--- src/hdl/box_filter_sliding_window_core_defines.svh ---
// Assertion macros shared by the box filter RTL files.
`ifndef BOX_FILTER_SLIDING_WINDOW_CORE_DEFINES_SVH
`define BOX_FILTER_SLIDING_WINDOW_CORE_DEFINES_SVH

`ifndef SYNTHESIS

// The condition must never hold while out of reset.
`define BFSW_ASSERT_NEVER(label, clk, rst_n, cond) \
  label: assert property (@(posedge clk) disable iff (!rst_n) !(cond)) \
    else $error("box filter assertion failed");

// When the trigger holds, the consequence holds in the next cycle.
`define BFSW_ASSERT_NEXT(label, clk, rst_n, trig, cons) \
  label: assert property (@(posedge clk) disable iff (!rst_n) (trig) |=> (cons)) \
    else $error("box filter assertion failed");

`else

`define BFSW_ASSERT_NEVER(label, clk, rst_n, cond)
`define BFSW_ASSERT_NEXT(label, clk, rst_n, trig, cons)

`endif

`endif

--- src/hdl/bfsw_ram.sv ---
// Generic simple dual-port RAM with one write port and a registered read port.
`default_nettype none

module bfsw_ram #(
  parameter int WIDTH = 8,
  parameter int DEPTH = 2,
  localparam int AW = (DEPTH > 1) ? $clog2(DEPTH) : 1
) (
  input  wire logic             clk,
  input  wire logic             wr_en,
  input  wire logic [AW-1:0]    wr_addr,
  input  wire logic [WIDTH-1:0] wr_data,
  input  wire logic [AW-1:0]    rd_addr,
  output logic      [WIDTH-1:0] rd_data
);

  logic [WIDTH-1:0] mem_r [DEPTH];
  logic [WIDTH-1:0] rd_data_r;

  // The read returns the contents before a write at the same edge.
  always_ff @(posedge clk) begin
    if (wr_en) begin
      mem_r[wr_addr] <= wr_data;
    end
    rd_data_r <= mem_r[rd_addr];
  end

  assign rd_data = rd_data_r;

endmodule

`default_nettype wire

--- config.mk ---
export PLATFORM = sky130hd
export DESIGN_NAME = bfsw_ram
export DESIGN_NICKNAME = d
export VERILOG_FILES = /design/src/hdl/box_filter_sliding_window_core_defines.svh /design/src/hdl/bfsw_ram.sv
export SDC_FILE = /design/constraint.sdc
export NUM_CORES = 1
export LEC_CHECK = 0
export BUFFER_PORTS_ARGS = -buffer_cell sky130_fd_sc_hd__buf_4
export CAP_MARGIN = 20
export CORE_MARGIN = 2
export CORE_UTILIZATION = 44
export DETAILED_ROUTE_END_ITERATION = 10
export PLACE_DENSITY = 0.71
export RECOVER_POWER = 25
export SETUP_SLACK_MARGIN = 0.4
export SLEW_MARGIN = 10
export SYNTH_ARGS = -nofsm -noshare
export SYNTH_HDL_FRONTEND = slang
export SYNTH_SLANG_ARGS = --single-unit
--- constraint.sdc ---
create_clock -name clk -period 0.9 [get_ports clk]
set_input_delay 0.135 -clock clk [delete_from_list [all_inputs] [get_ports clk]]
set_output_delay 0.135 -clock clk [all_outputs]
set_load 0.01 [all_outputs]
==> metrics.md <==
| Metric | Value |
|---|---|
| H-tree lvl count | `1` |
| Antenna diode count | `0` |
| Combinational power share | `a little under a tenth` |
| DR iter-0 viols | `4` |
| Clock root buffer | `clkbuf_4` |
| Type of the worst min-delay path | `input port to register` |
| Synth top area share | `61.2%` |
| Synthesis Warnings | `0` |
| Drt total wl | `roughly 860 um` |
| Seq/Total Area, Yosys | `roughly four fifths` |
| # DRC | `0` |
| Outcome | `finished clean` |
| Area of the core | `between 0.0015 and 0.002 mm2` |
| # Max-Cap Violations | `0` |
| Commonest cells post-synth | `16 x edfxtp_1, 8 x dfxtp_1, 8 x mux2_4` |
| Clock tree from TritonCTS | `done` |
| R2R Setup Slk | `approximately 150 ps` |
| Syn Nets | `between 40 and 50` |
| Setup CP Type | `register to output port` |
| CP Depth | `1` |
| Clk_lat worst skew | `300 ps` |
| Area growth syn-to-layout | `34.8%` |
| Max Clk Rate | `1130 MHz` |
| Number of fill cells | `about 130` |
| Area of the multi-input gates | `between 100 and 150 um2` |
| Worst Path Arrival | `approximately 750 ps` |
| Cell Count, Final, Fillers Out | `around 80` |
| GRT overflow | `0` |
| Critical R2R Launch | `mem_r[0][6]` |
| Die height | `between 40 and 50 um` |
| Number of synthesized flops with an enable pin | `16` |
| FF-to-FF End | `rd_data[6]` |
| Tcrit/Tclk final | `98.2%` |
| Number of synthesized register bits | `24` |
| Clock power share | `about a third` |
| Mean Syn Cell Area | `roughly 22 um2` |
| Async SR Flop Fraction | `0%` |
| Psw | `0.380 mW` |
| Clk sink count | `24` |
| RePlAce Congestion | `around 0.70` |
| Worst setup EP type | `output port` |
| Share of layout cells above drive strength 1 | `between 70 and 80%` |
| Post-Place Cells | `roughly 80` |
| Total CTS buffers | `3` |
| Min Tclk post-route | `slightly below 900 ps` |
| Hold Slack | `between 10 and 15 ps` |
| Worst Path Required | `~760 ps` |
| Pint | `between 1.5 and 2 mW` |
| Final setup vio count | `0` |
| Reg power frac | `57.7%` |
| Critical Path Start | `rd_data[3]` |
| Critical Path Max Stage Delay | `around 340 ps` |
| Port buffer count | `19` |
| Routed len/inst | `approximately 10 um` |
| Via count | `around 350` |
| Slew HR | `84.5%` |
| Startpoint types | `register` |
| Bufs on Longest Clock Path | `2` |
| # IOs | `20` |
| First-pass GRT wire length | `1390 um` |
| Synth cell types | `6` |
| Unrepaired setup endpoints after global routing | `true` |
| Synth Cell Area | `a little under 800 um2` |
| Final nets | `70` |
| Register area | `roughly 650 um2` |
| Via/cell ratio | `about 4.3` |
| End-of-flow core utilization | `roughly three fifths` |
| Top Family by Delay on Critical Path | `flip-flops` |
| Maximum VDD drop | `roughly 1.2 mV` |
| Slew @ Worst Pin | `232 ps` |
| Hold Violations, Final | `0` |
| PwrDens | `around 2100 mW/mm2` |
| Setup bufs post-CTS | `0` |
| CTS clk-pin slew, worst paths | `120 ps` |
| Ys flop type | `edfxtp_1` |
| Mapped Cells | `35` |
| Crit path max fanout | `1` |
| Largest net degree at the start of global routing | `15` |
| Critical-path cell list | `buf_6` |
| DRT antenna net count | `0` |
| WP buf/inv | `1` |
| Crit path to | `rd_data[3]` |
| Num rows | `15` |
| Router iterations before antenna repair | `2` |
| Die Span X | `around 46 um` |
| Final max-slew violation count | `0` |
| Reg2reg path depth | `1` |
| Die footprint | `roughly 0.0021 mm2` |
| Initial core utilization | `between 40% and 50%` |
| Slowest CP cell | `dfxtp_2` |
| Vias in the first global route | `356` |
| Switching Fraction | `between 15 and 20%` |
| Count leader, synth | `edfxtp_1` |
| Clock Skews | `about 5.2 ps` |
| Area contributors post-synth | `edfxtp_1 61%, dfxtp_1 20%, mux2_4 15%` |
| Initial antenna violation count | `0` |
| Total GRT Usage | `approximately 10%` |
| Area leader, netlist | `edfxtp_1` |
| Leak | `~0.43 nW` |
-- layout make-up --
class | count | area share [%]
clock buffers | 3 | 2.13
clock inverters | 1 | 2.84
multi-input cells | 10 | 13.5
flip-flops and latches | 24 | 61.5
well taps | 25 | 2.96
repair buffers | 19 | 17.0
-- layout by cell type, fill, tap and decap left out --
cell type and instances:
and2_4 1, buf_4 3, buf_6 10, bufinv_16 1, clkbuf_4 9, dfxtp_2 8
edfxtp_1 16, mux2_4 8, nor2b_4 1
-- power by group through the flow --
stage	combinational, mW	clock, mW	sequential [mW]
final	0.212	0.737	1.29
after global routing	0.230	0.803	1.30
after CTS	0.213	0.761	1.29
after detailed placement	0.194	0	1.31
after global placement	0.192	0	1.31
after floorplan	0.0804	0	1.32
-- layer usage --
layer	vias up	wire length, um	part of all wire, %	track usage [%]
li1	173	-	-	-
met1	162	275	32	9.35
met2	15	519	61	18.1
met3	2	45	5.3	3.53
met4	0	16	1.9	6.86
met5	-	0	0	0
-- cell families after synthesis --
group         after synthesis  synth area share (%)
simple gates                2                  1.60
flops                      24                  81.7
mux                         8                  15.3
buf+inv                     1                  1.44
-- timing repair --
item | in CTS | in global routing
gates resized for setup | 11 | 7
endpoints found under the setup margin | 16 | 20
endpoints found under the hold margin | 9 | 14
-- worst min path at each step --
stage / cells after the start / slack, ps / to / startpoint
final: 1 / 10 / mem_r[0][0] / wr_data[0]
after global routing: 1 / -7 / mem_r[0][0] / wr_data[0]
after CTS: 1 / -8 / mem_r[0][5] / wr_data[5]
after detailed placement: 1 / 320 / mem_r[0][5] / wr_data[5]
after global placement: 1 / 320 / mem_r[1][6] / wr_data[6]
after floorplan: 0 / 230 / mem_r[0][0] / wr_data[0]
-- state kept, by name, summed over array words and instances, names as in the netlist --
name	cells
mem_r	16
rd_data	8
-- through the flow --
stage	setup TNS (ps)	total power [mW]	instance area (um2)	setup slack (ps)
after floorplan	0	1.40	795	189
after global placement	0	1.50	957	97.6
after detailed placement	0	1.50	957	80.7
after CTS	0	2.27	1040	0.541
after global routing	-172	2.34	1060	-33.6
final	0	2.24	1060	15.9
Power figures use the tool's default switching activity.
