`config.mk`:
```
export PLATFORM = sky130hd
export DESIGN_NAME = bfsw_out_queue
export DESIGN_NICKNAME = d
export VERILOG_FILES = /design/src/hdl/bfsw_pkg.sv /design/src/hdl/bfsw_out_queue.sv
export VERILOG_INCLUDE_DIRS = /design/src /design/src/hdl
export SDC_FILE = /design/constraint.sdc
export NUM_CORES = 1
export LEC_CHECK = 0
export BUFFER_PORTS_ARGS = -buffer_cell sky130_fd_sc_hd__buf_2
export CORE_MARGIN = 10
export CORE_UTILIZATION = 63
export CTS_BUF_LIST = sky130_fd_sc_hd__clkbuf_8
export CTS_CLUSTER_DIAMETER = 80
export DETAILED_ROUTE_END_ITERATION = 12
export PLACE_DENSITY = 0.87
export SYNTH_ARGS = -nofsm -noshare
export SYNTH_HDL_FRONTEND = slang
export SYNTH_SLANG_ARGS = --single-unit
```
`constraint.sdc`:
```
create_clock -name clk -period 2.71 [get_ports clk]
set_input_delay 0.4065 -clock clk [delete_from_list [all_inputs] [get_ports clk]]
set_output_delay 0.4065 -clock clk [all_outputs]
set_load 0.01 [all_outputs]
```
`src/hdl/box_filter_sliding_window_core_defines.svh`:
```
// Assertion macros shared by the box filter RTL files.
`ifndef BOX_FILTER_SLIDING_WINDOW_CORE_DEFINES_SVH
`define BOX_FILTER_SLIDING_WINDOW_CORE_DEFINES_SVH

`ifndef SYNTHESIS

// The condition must never hold while out of reset.
`define BFSW_ASSERT_NEVER(label, clk, rst_n, cond) \
  label: assert property (@(posedge clk) disable iff (!rst_n) !(cond)) \
    else $error("box filter assertion failed");

// When the trigger holds, the consequence holds in the next cycle.
`define BFSW_ASSERT_NEXT(label, clk, rst_n, trig, cons) \
  label: assert property (@(posedge clk) disable iff (!rst_n) (trig) |=> (cons)) \
    else $error("box filter assertion failed");

`else

`define BFSW_ASSERT_NEVER(label, clk, rst_n, cond)
`define BFSW_ASSERT_NEXT(label, clk, rst_n, trig, cons)

`endif

`endif

```
`src/hdl/bfsw_pkg.sv`:
```
// Package with the types and constants of the box filter.
`default_nettype none

package bfsw_pkg;

  // Default sizing of the window and of the line store.
  localparam int BFSW_MAX_WIDTH = 1024;
  localparam int BFSW_MAX_K     = 32;
  localparam int BFSW_MAX_ROWS  = 4096;

  // Field widths.
  localparam int BFSW_PIX_W   = 8;
  localparam int BFSW_OW_W    = 11;
  localparam int BFSW_OH_W    = 13;
  localparam int BFSW_K_W     = 6;
  localparam int BFSW_PW_W    = 11;
  localparam int BFSW_SCALE_W = 16;

  // Internal widths: column and row counters, clamped kernel size.
  localparam int BFSW_COL_W    = 12;
  localparam int BFSW_ROW_W    = 13;
  localparam int BFSW_KCLAMP_W = 7;

  // Configuration port.
  localparam int BFSW_CFG_IDX_W  = 3;
  localparam int BFSW_CFG_DATA_W = 16;

  localparam logic [BFSW_CFG_IDX_W-1:0] CFG_OUT_WIDTH    = 3'd0;
  localparam logic [BFSW_CFG_IDX_W-1:0] CFG_OUT_HEIGHT   = 3'd1;
  localparam logic [BFSW_CFG_IDX_W-1:0] CFG_KERNEL_SIZE  = 3'd2;
  localparam logic [BFSW_CFG_IDX_W-1:0] CFG_PADDED_WIDTH = 3'd3;
  localparam logic [BFSW_CFG_IDX_W-1:0] CFG_SCALE        = 3'd4;

  // Register values after reset.
  localparam logic [BFSW_OW_W-1:0]    RST_OUT_WIDTH    = 11'd1024;
  localparam logic [BFSW_OH_W-1:0]    RST_OUT_HEIGHT   = 13'd1024;
  localparam logic [BFSW_K_W-1:0]     RST_KERNEL_SIZE  = 6'd3;
  localparam logic [BFSW_PW_W-1:0]    RST_PADDED_WIDTH = 11'd1026;
  localparam logic [BFSW_SCALE_W-1:0] RST_SCALE        = 16'd7282;

  // Output queue.
  localparam int BFSW_OQ_DEPTH = 4;
  localparam int BFSW_OQ_PTR_W = 2;
  localparam int BFSW_OQ_CNT_W = 3;

  typedef struct packed {
    logic [BFSW_PIX_W-1:0] pixel;
    logic                  end_of_row;
    logic                  end_of_frame;
  } bfsw_result_t;

endpackage

`default_nettype wire

```
`src/hdl/bfsw_out_queue.sv`:
```
// Small result queue that decouples the filter pipeline from the output stall.
`default_nettype none

`include "box_filter_sliding_window_core_defines.svh"

module bfsw_out_queue
  import bfsw_pkg::*;
(
  input  wire logic                     clk,
  input  wire logic                     rst_n,
  input  wire logic                     push,
  input  wire bfsw_result_t             push_data,
  input  wire logic                     pop,
  output bfsw_result_t                  head,
  output logic [BFSW_OQ_CNT_W-1:0]      count
);

  bfsw_result_t               entries_r [BFSW_OQ_DEPTH];
  logic [BFSW_OQ_PTR_W-1:0]   wr_ptr_r, wr_ptr_nxt;
  logic [BFSW_OQ_PTR_W-1:0]   rd_ptr_r, rd_ptr_nxt;
  logic [BFSW_OQ_CNT_W-1:0]   count_r, count_nxt;

  localparam logic [BFSW_OQ_PTR_W-1:0] LAST_PTR = BFSW_OQ_PTR_W'(BFSW_OQ_DEPTH - 1);

  always_comb begin
    wr_ptr_nxt = wr_ptr_r;
    rd_ptr_nxt = rd_ptr_r;
    count_nxt  = count_r;
    if (push) begin
      wr_ptr_nxt = (wr_ptr_r == LAST_PTR) ? '0 : wr_ptr_r + 1'b1;
    end
    if (pop) begin
      rd_ptr_nxt = (rd_ptr_r == LAST_PTR) ? '0 : rd_ptr_r + 1'b1;
    end
    if (push && !pop) begin
      count_nxt = count_r + 1'b1;
    end else if (pop && !push) begin
      count_nxt = count_r - 1'b1;
    end
  end

  always_ff @(posedge clk) begin
    if (!rst_n) begin
      wr_ptr_r <= '0;
      rd_ptr_r <= '0;
      count_r  <= '0;
    end else begin
      wr_ptr_r <= wr_ptr_nxt;
      rd_ptr_r <= rd_ptr_nxt;
      count_r  <= count_nxt;
    end
  end

  always_ff @(posedge clk) begin
    if (push) begin
      entries_r[wr_ptr_r] <= push_data;
    end
  end

  assign head  = entries_r[rd_ptr_r];
  assign count = count_r;

  `BFSW_ASSERT_NEVER(q_no_overflow, clk, rst_n, push && !pop && count_r == BFSW_OQ_CNT_W'(BFSW_OQ_DEPTH))
  `BFSW_ASSERT_NEVER(q_no_underflow, clk, rst_n, pop && count_r == '0)
  `BFSW_ASSERT_NEXT(q_pop_drains, clk, rst_n, pop && !push, count_r == $past(count_r) - 1'b1)

endmodule

`default_nettype wire
```
==> results of run 1 <==
layout by cell type (no fill, tap or decap):
cell        instances
or3_1               1
clkbuf_8            5
xnor2_1             1
o21a_1              1
fa_1                1
buf_2              26
mux2i_1             4
a21boi_1            1
clkinv_2            2
o21ai_0             1
nor2_1              1
and2_1              5
ha_1                6
inv_1               4
nor3_1              1
xor2_1              1
nor2b_1             5
mux4_2             10
clkinvlp_4          1
edfxtp_1           40
dfxtp_1             9
final cells by class:
cell class / count / area, sq um
Inverter: 4 / 15.0
Multi-Input combinational cell: 39 / 475
Clock buffer: 5 / 68.8
Tap cell: 31 / 38.8
Timing Repair Buffer: 26 / 130
Fill cell: 171 / 678
Sequential cell: 49 / 1380
Clock inverter: 3 / 17.5
power by group through the flow:
| stage | Combinational (mW) | Sequential, mW | Clock [mW] |
|---|---|---|---|
| 2_1_floorplan | 0.104 | 0.892 | 0 |
| 3_3_place_gp | 0.152 | 0.900 | 0 |
| 3_5_place_dp | 0.161 | 0.903 | 0 |
| 4_1_cts | 0.163 | 0.886 | 0.407 |
| 5_1_grt | 0.176 | 0.891 | 0.435 |
| 6_report | 0.159 | 0.884 | 0.404 |
routing by layer:
layer	track usage, %	vias to the layer above	wire length [um]
met4	5.46	0	47
met2	21.4	24	1650
li1	-	423	-
met5	0	-	0
met1	12.5	444	1160
met3	5.12	6	186
flip-flops by register name, summed over array words and instances (netlist names), named ones only:
name	flops
entries_r	40
count	3
rd_ptr_r	2
wr_ptr_r	2
per-stage QoR:
stage / total power [mW] / area [sq um] / instances
floorplan: 0.996 / 1890 / 94
global placement: 1.05 / 2040 / 149
detailed placement: 1.06 / 2040 / 149
CTS: 1.46 / 2130 / 157
global route: 1.50 / 2130 / 157
finish: 1.45 / 2130 / 157
critical path: stages, from the launching register on:
cell     delay (ps)
dfxtp_1         760
mux4_2          600
buf_2           160
cell families (layout without fill, tap and decap cells):
| kind of cell | Yosys count | in the layout |
|---|---|---|
| buffers and inverters | 6 | 38 |
| XOR/XNOR | 2 | 2 |
| adder cells (fa/ha/maj) | 7 | 7 |
| flip-flops | 49 | 49 |
| AO/OA/AOI/OAI | 3 | 3 |
| AND/OR/NAND/NOR | 13 | 13 |
| multiplexers | 14 | 14 |
worst paths after layout:
check / start / end / cells after the start
worst min register to register: count[2]$_SDFFE_PN0P_ / count[2]$_SDFFE_PN0P_ / 2
worst max register to register: count[0]$_SDFFE_PN0P_ / count[2]$_SDFFE_PN0P_ / 4
worst max-delay path: flip-flop / head[0] / 2
worst min-delay path: push_data[4] / entries_r[2][4]$_DFFE_PP_ / 1
==> flow_summary.toml, run 1 <==
[yosys]
synth.avg_cell_area_sq_um = 20.1
ys_types = 19
synth-simple-area-share_pct = 4.11
synth-xor-area-share_pct = 0.928
synth.net_count = 115
synth_cells = 94
synth.most_common_cell = "edfxtp_1"
synth_area_sq_um = 1890
synth-adder-area-share_pct = 5.04
synth_seq_cells = 49
synth-compound-area-share_pct = 1.06
ys_top_cells_by_area = "edfxtp_1 (64%), mux4_2 (12%), dfxtp_1 (9.5%)"
synth_top_family_by_area = "multiplexers"
synth_edf_count = 40
synthTopCellsByCount = "edfxtp_1 (40), mux4_2 (10), dfxtp_1 (9), ha_1 (6)"
async_reset_ff_share_pct = 0
synth_top_area_cell = "edfxtp_1"
synth.area.mux_share_pct = 14.0
yosysSeqAreaShare_pct = 73.2
yosysWarnings = 0
synthFlopType = "edfxtp_1"
synth_top_area_share_pct = 63.6

[sta]
finalCriticalPeriod_ps = 2220
tightestPinTransition_ps = 677
slew_headroom_pct = 54.8
slew_viol_final = 0
fin_crit_sh_pct = 82.0
finalSetupViolations = 0
setup_ws_ps = 488
max_clock_freq_mhz = 450
rsz0062_at_grt = "no"
hold_viol = 0
setup_tns_ps = 0
whs_ps = 318
fin_worst_skew_ps = 4.57

[detailed_routing]
wire_per_inst_um = 19.4
routed_wl_mm = 3.04
dr.first_iter.drc_count = 66
firstDrtPassIters = 4
viasPerCell = 5.71
drc = 0
vias = 897
antenna_left = 0

[worst_hold_path]
holdCritPathClass = "input port to flip-flop"

[clock_network]
cts_tree = "built"
clkSlewWorstSetupHoldPaths_ps = 80
cts_max_level = 2
clockBufferDepth = 2
cts_num_sinks = 49
cts_root_buffer = "clkbuf_8"
cts_setup_buffers = 0
cts_hold_buf = 0
cts.repair.resized = 0
numCtsBuffers = 5
clk_latency_ps = 300

[power]
powerDensity_nw_per_um2 = 680
clock_power_share_pct = 27.9
switching_share_pct = 22.9
leakagePower_nw = 0.779
seqPwrFrac_pct = 61.1
ir_drop_uv = 454
combPwrFrac_pct = 11.0
p_sw_mw = 0.332
p_int_mw = 1.11

[critical_path]
cp-end-kind = "output port"
required_ps = 2300
r2r_setup_slack_ps = 1240
start_kind = "flip-flop"
critPathKind = "flip-flop to output port"
critical_path.max_fanout = 10
worstPathArrival_ps = 1820

[run]
drv_cap = 0

[floorplan]
start_util_pct = 67.3
core-area_sq_um = 2810
rows = 19
ios = 27
die_h_um = 74.7
dieArea_sq_um = 5590
dieWidth_um = 74.7

[global_route]
grt_pass1_vias = 969
grt_pass1_wl_mm = 4.89
grt_max_degree = 16
antenna_found_initial = 0
grt_util_all_layers_pct = 12.2
grt.overflow.total = 0

[placement]
gp_congestion = 0.652
io_buffers = 26
hpwl_mm = 2.24
post-place-ws_ps = 758

[final_layout]
drive_gt1_share_pct = 34.9
finalNetCount = 146
syn_to_final_growth_pct = 12.7
antenna_cells = 0
final_util_pct = 75.8

[run_status]
status = "finished, final reports clean"
Power figures use the tool's default switching activity.
==> run 2: changes to the inputs <==
- CORE_UTILIZATION: 63 -> 58
- PLACE_DENSITY: 0.87 -> 0.81
- clock period: 2.71 -> 2.1 ns (I/O delays scaled with it)
==> run 2 against run 1 <==
Against the previous run:
- via count increased by 1.7%
- core utilization down 6.1 points
- cell count increased by 8.9%
- global-route usage shrank 1.2 points
- setup slack got worse by 220 ps
- hold slack worse by 86 ps
- power up 28%
- largest cell class unchanged
- largest power group unchanged
==> flow_summary.toml, run 2 (synthesis results as in run 1) <==
[detailed_routing]
wire_per_inst_um = 17.5
dr.first_iter.drc_count = 81
routed_wl_mm = 3.00
firstDrtPassIters = 4
antenna_left = 0
drc = 0
viasPerCell = 5.33
vias = 912

[sta]
slew_viol_final = 0
hold_viol = 0
tightestPinTransition_ps = 577
slew_headroom_pct = 61.5
finalCriticalPeriod_ps = 1830
fin_crit_sh_pct = 87.3
rsz0062_at_grt = "no"
max_clock_freq_mhz = 545
finalSetupViolations = 0
setup_tns_ps = 0
fin_worst_skew_ps = 4.01

[final_layout]
final_cells = 171
antenna_cells = 0
syn_to_final_growth_pct = 13.7
top_register = "entries_r"
final_cell_mix = "edfxtp_1 (40), buf_2 (26), mux4_2 (10)"
final.fill_count = 211
stdcell_area_sq_um = 2150
largest_reg_flops = 40
multi_input_area_sq_um = 475
final_util_pct = 69.7
seq_area_sq_um = 1380
finalNetCount = 147
drive_gt1_share_pct = 33.9
layout_commonest_cell = "edfxtp_1"

[critical_path]
slowest_stage = "mux4_2"
worst-path-buf-inv = 2
rr_worst_depth = 4
cp-end-kind = "output port"
critical_path.max_fanout = 10
path_depth = 3
critPathKind = "flip-flop to output port"
slowest_delay_ps = 530
required_ps = 1780
cp_cell_sequence = "buf_4 > mux4_2 > buf_2"
critPathTopFamily = "multiplexers"
worstPathArrival_ps = 1520
start_kind = "flip-flop"

[placement]
gp_congestion = 0.723
hpwl_mm = 2.12
io_buffers = 26
dpl-instance-area_sq_um = 2060
placed_cells = 163

[global_route]
grt.overflow.total = 0
antenna_found_initial = 0
grt_pass1_vias = 983
grt_util_all_layers_pct = 11.0
grt_max_degree = 15
grt_pass1_wl_mm = 4.90

[clock_network]
cts.repair.resized = 0
numCtsBuffers = 5
cts_num_sinks = 49
clockBufferDepth = 2
cts_tree = "built"
cts_setup_buffers = 0
cts_root_buffer = "clkbuf_8"
cts_hold_buf = 0
cts_max_level = 2
clk_latency_ps = 290
clkSlewWorstSetupHoldPaths_ps = 80

[power]
ir_drop_uv = 509
powerDensity_nw_per_um2 = 861
power.total_mw = 1.85
leakagePower_nw = 0.790

[floorplan]
ios = 27
rows = 20
dieArea_sq_um = 5940
start_util_pct = 61.3
core-area_sq_um = 3080
dieWidth_um = 77.1
die_h_um = 77.1

[run]
drv_cap = 0

[worst_hold_path]
holdCritPathClass = "input port to flip-flop"
min_path_cells = 1

[run_status]
status = "finished, final reports clean"
-- run 2: changes by cell type in the layout (fill, tap and decap cells not counted), sizes merged --
| cell | delta |
|---|---|
| clkinv | -1 |
| buf | +1 |
| clkinvlp | -1 |
| inv | +2 |
-- run 2: stage by stage --
stage / hold WS, ps / setup WS [ps]
after floorplan: 414 / 522
after global placement: 464 / 353
after detailed placement: 514 / 237
after CTS: 227 / 229
after global routing: 219 / 184
final: 232 / 267
-- run 2: cell type report --
class	instances	area share, %
Clock buffer	5	3.21
Clock inverter	3	0.583
Tap cell	44	2.57
Sequential cell	49	64.4
Timing Repair Buffer	27	6.41
Inverter	4	0.700
Multi-Input combinational cell	39	22.2
-- run 2: worst register-to-register path, delay by kind of cell (launching register included) --
kind | cells | cell delay (ps)
and+or+nand+nor | 1 | 310
adders and majority gates | 1 | 450
DFF | 1 | 350
xor gates and xnor gates | 1 | 160
AOI/OAI and AO/OA | 1 | 170
-- run 2: per-layer routing --
| layer | routed length [um] | vias to the layer above | global-route usage (%) |
|---|---|---|---|
| li1 | - | 425 | - |
| met1 | 1190 | 461 | 10.9 |
| met2 | 1620 | 18 | 19.6 |
| met3 | 132 | 8 | 3.73 |
| met4 | 56 | 0 | 6.02 |
| met5 | 0 | - | 0 |
-- run 2: power breakdown --
group | internal (mW) | total, mW | switching [mW] | leakage (nW)
logic | 0.106 | 0.213 | 0.107 | 0.298
registers | 1.11 | 1.13 | 0.0283 | 0.442
clock network | 0.224 | 0.500 | 0.276 | 0.0505
-- run 2: worst paths after layout --
path | end | slack [ps] | start
min | entries_r[2][0]$_DFFE_PP_ | 230 | push_data[0]
max reg2reg | count[2]$_SDFFE_PN0P_ | 590 | count[0]$_SDFFE_PN0P_
min reg2reg | count[2]$_SDFFE_PN0P_ | 520 | count[2]$_SDFFE_PN0P_
max | head[9] | 270 | flip-flop
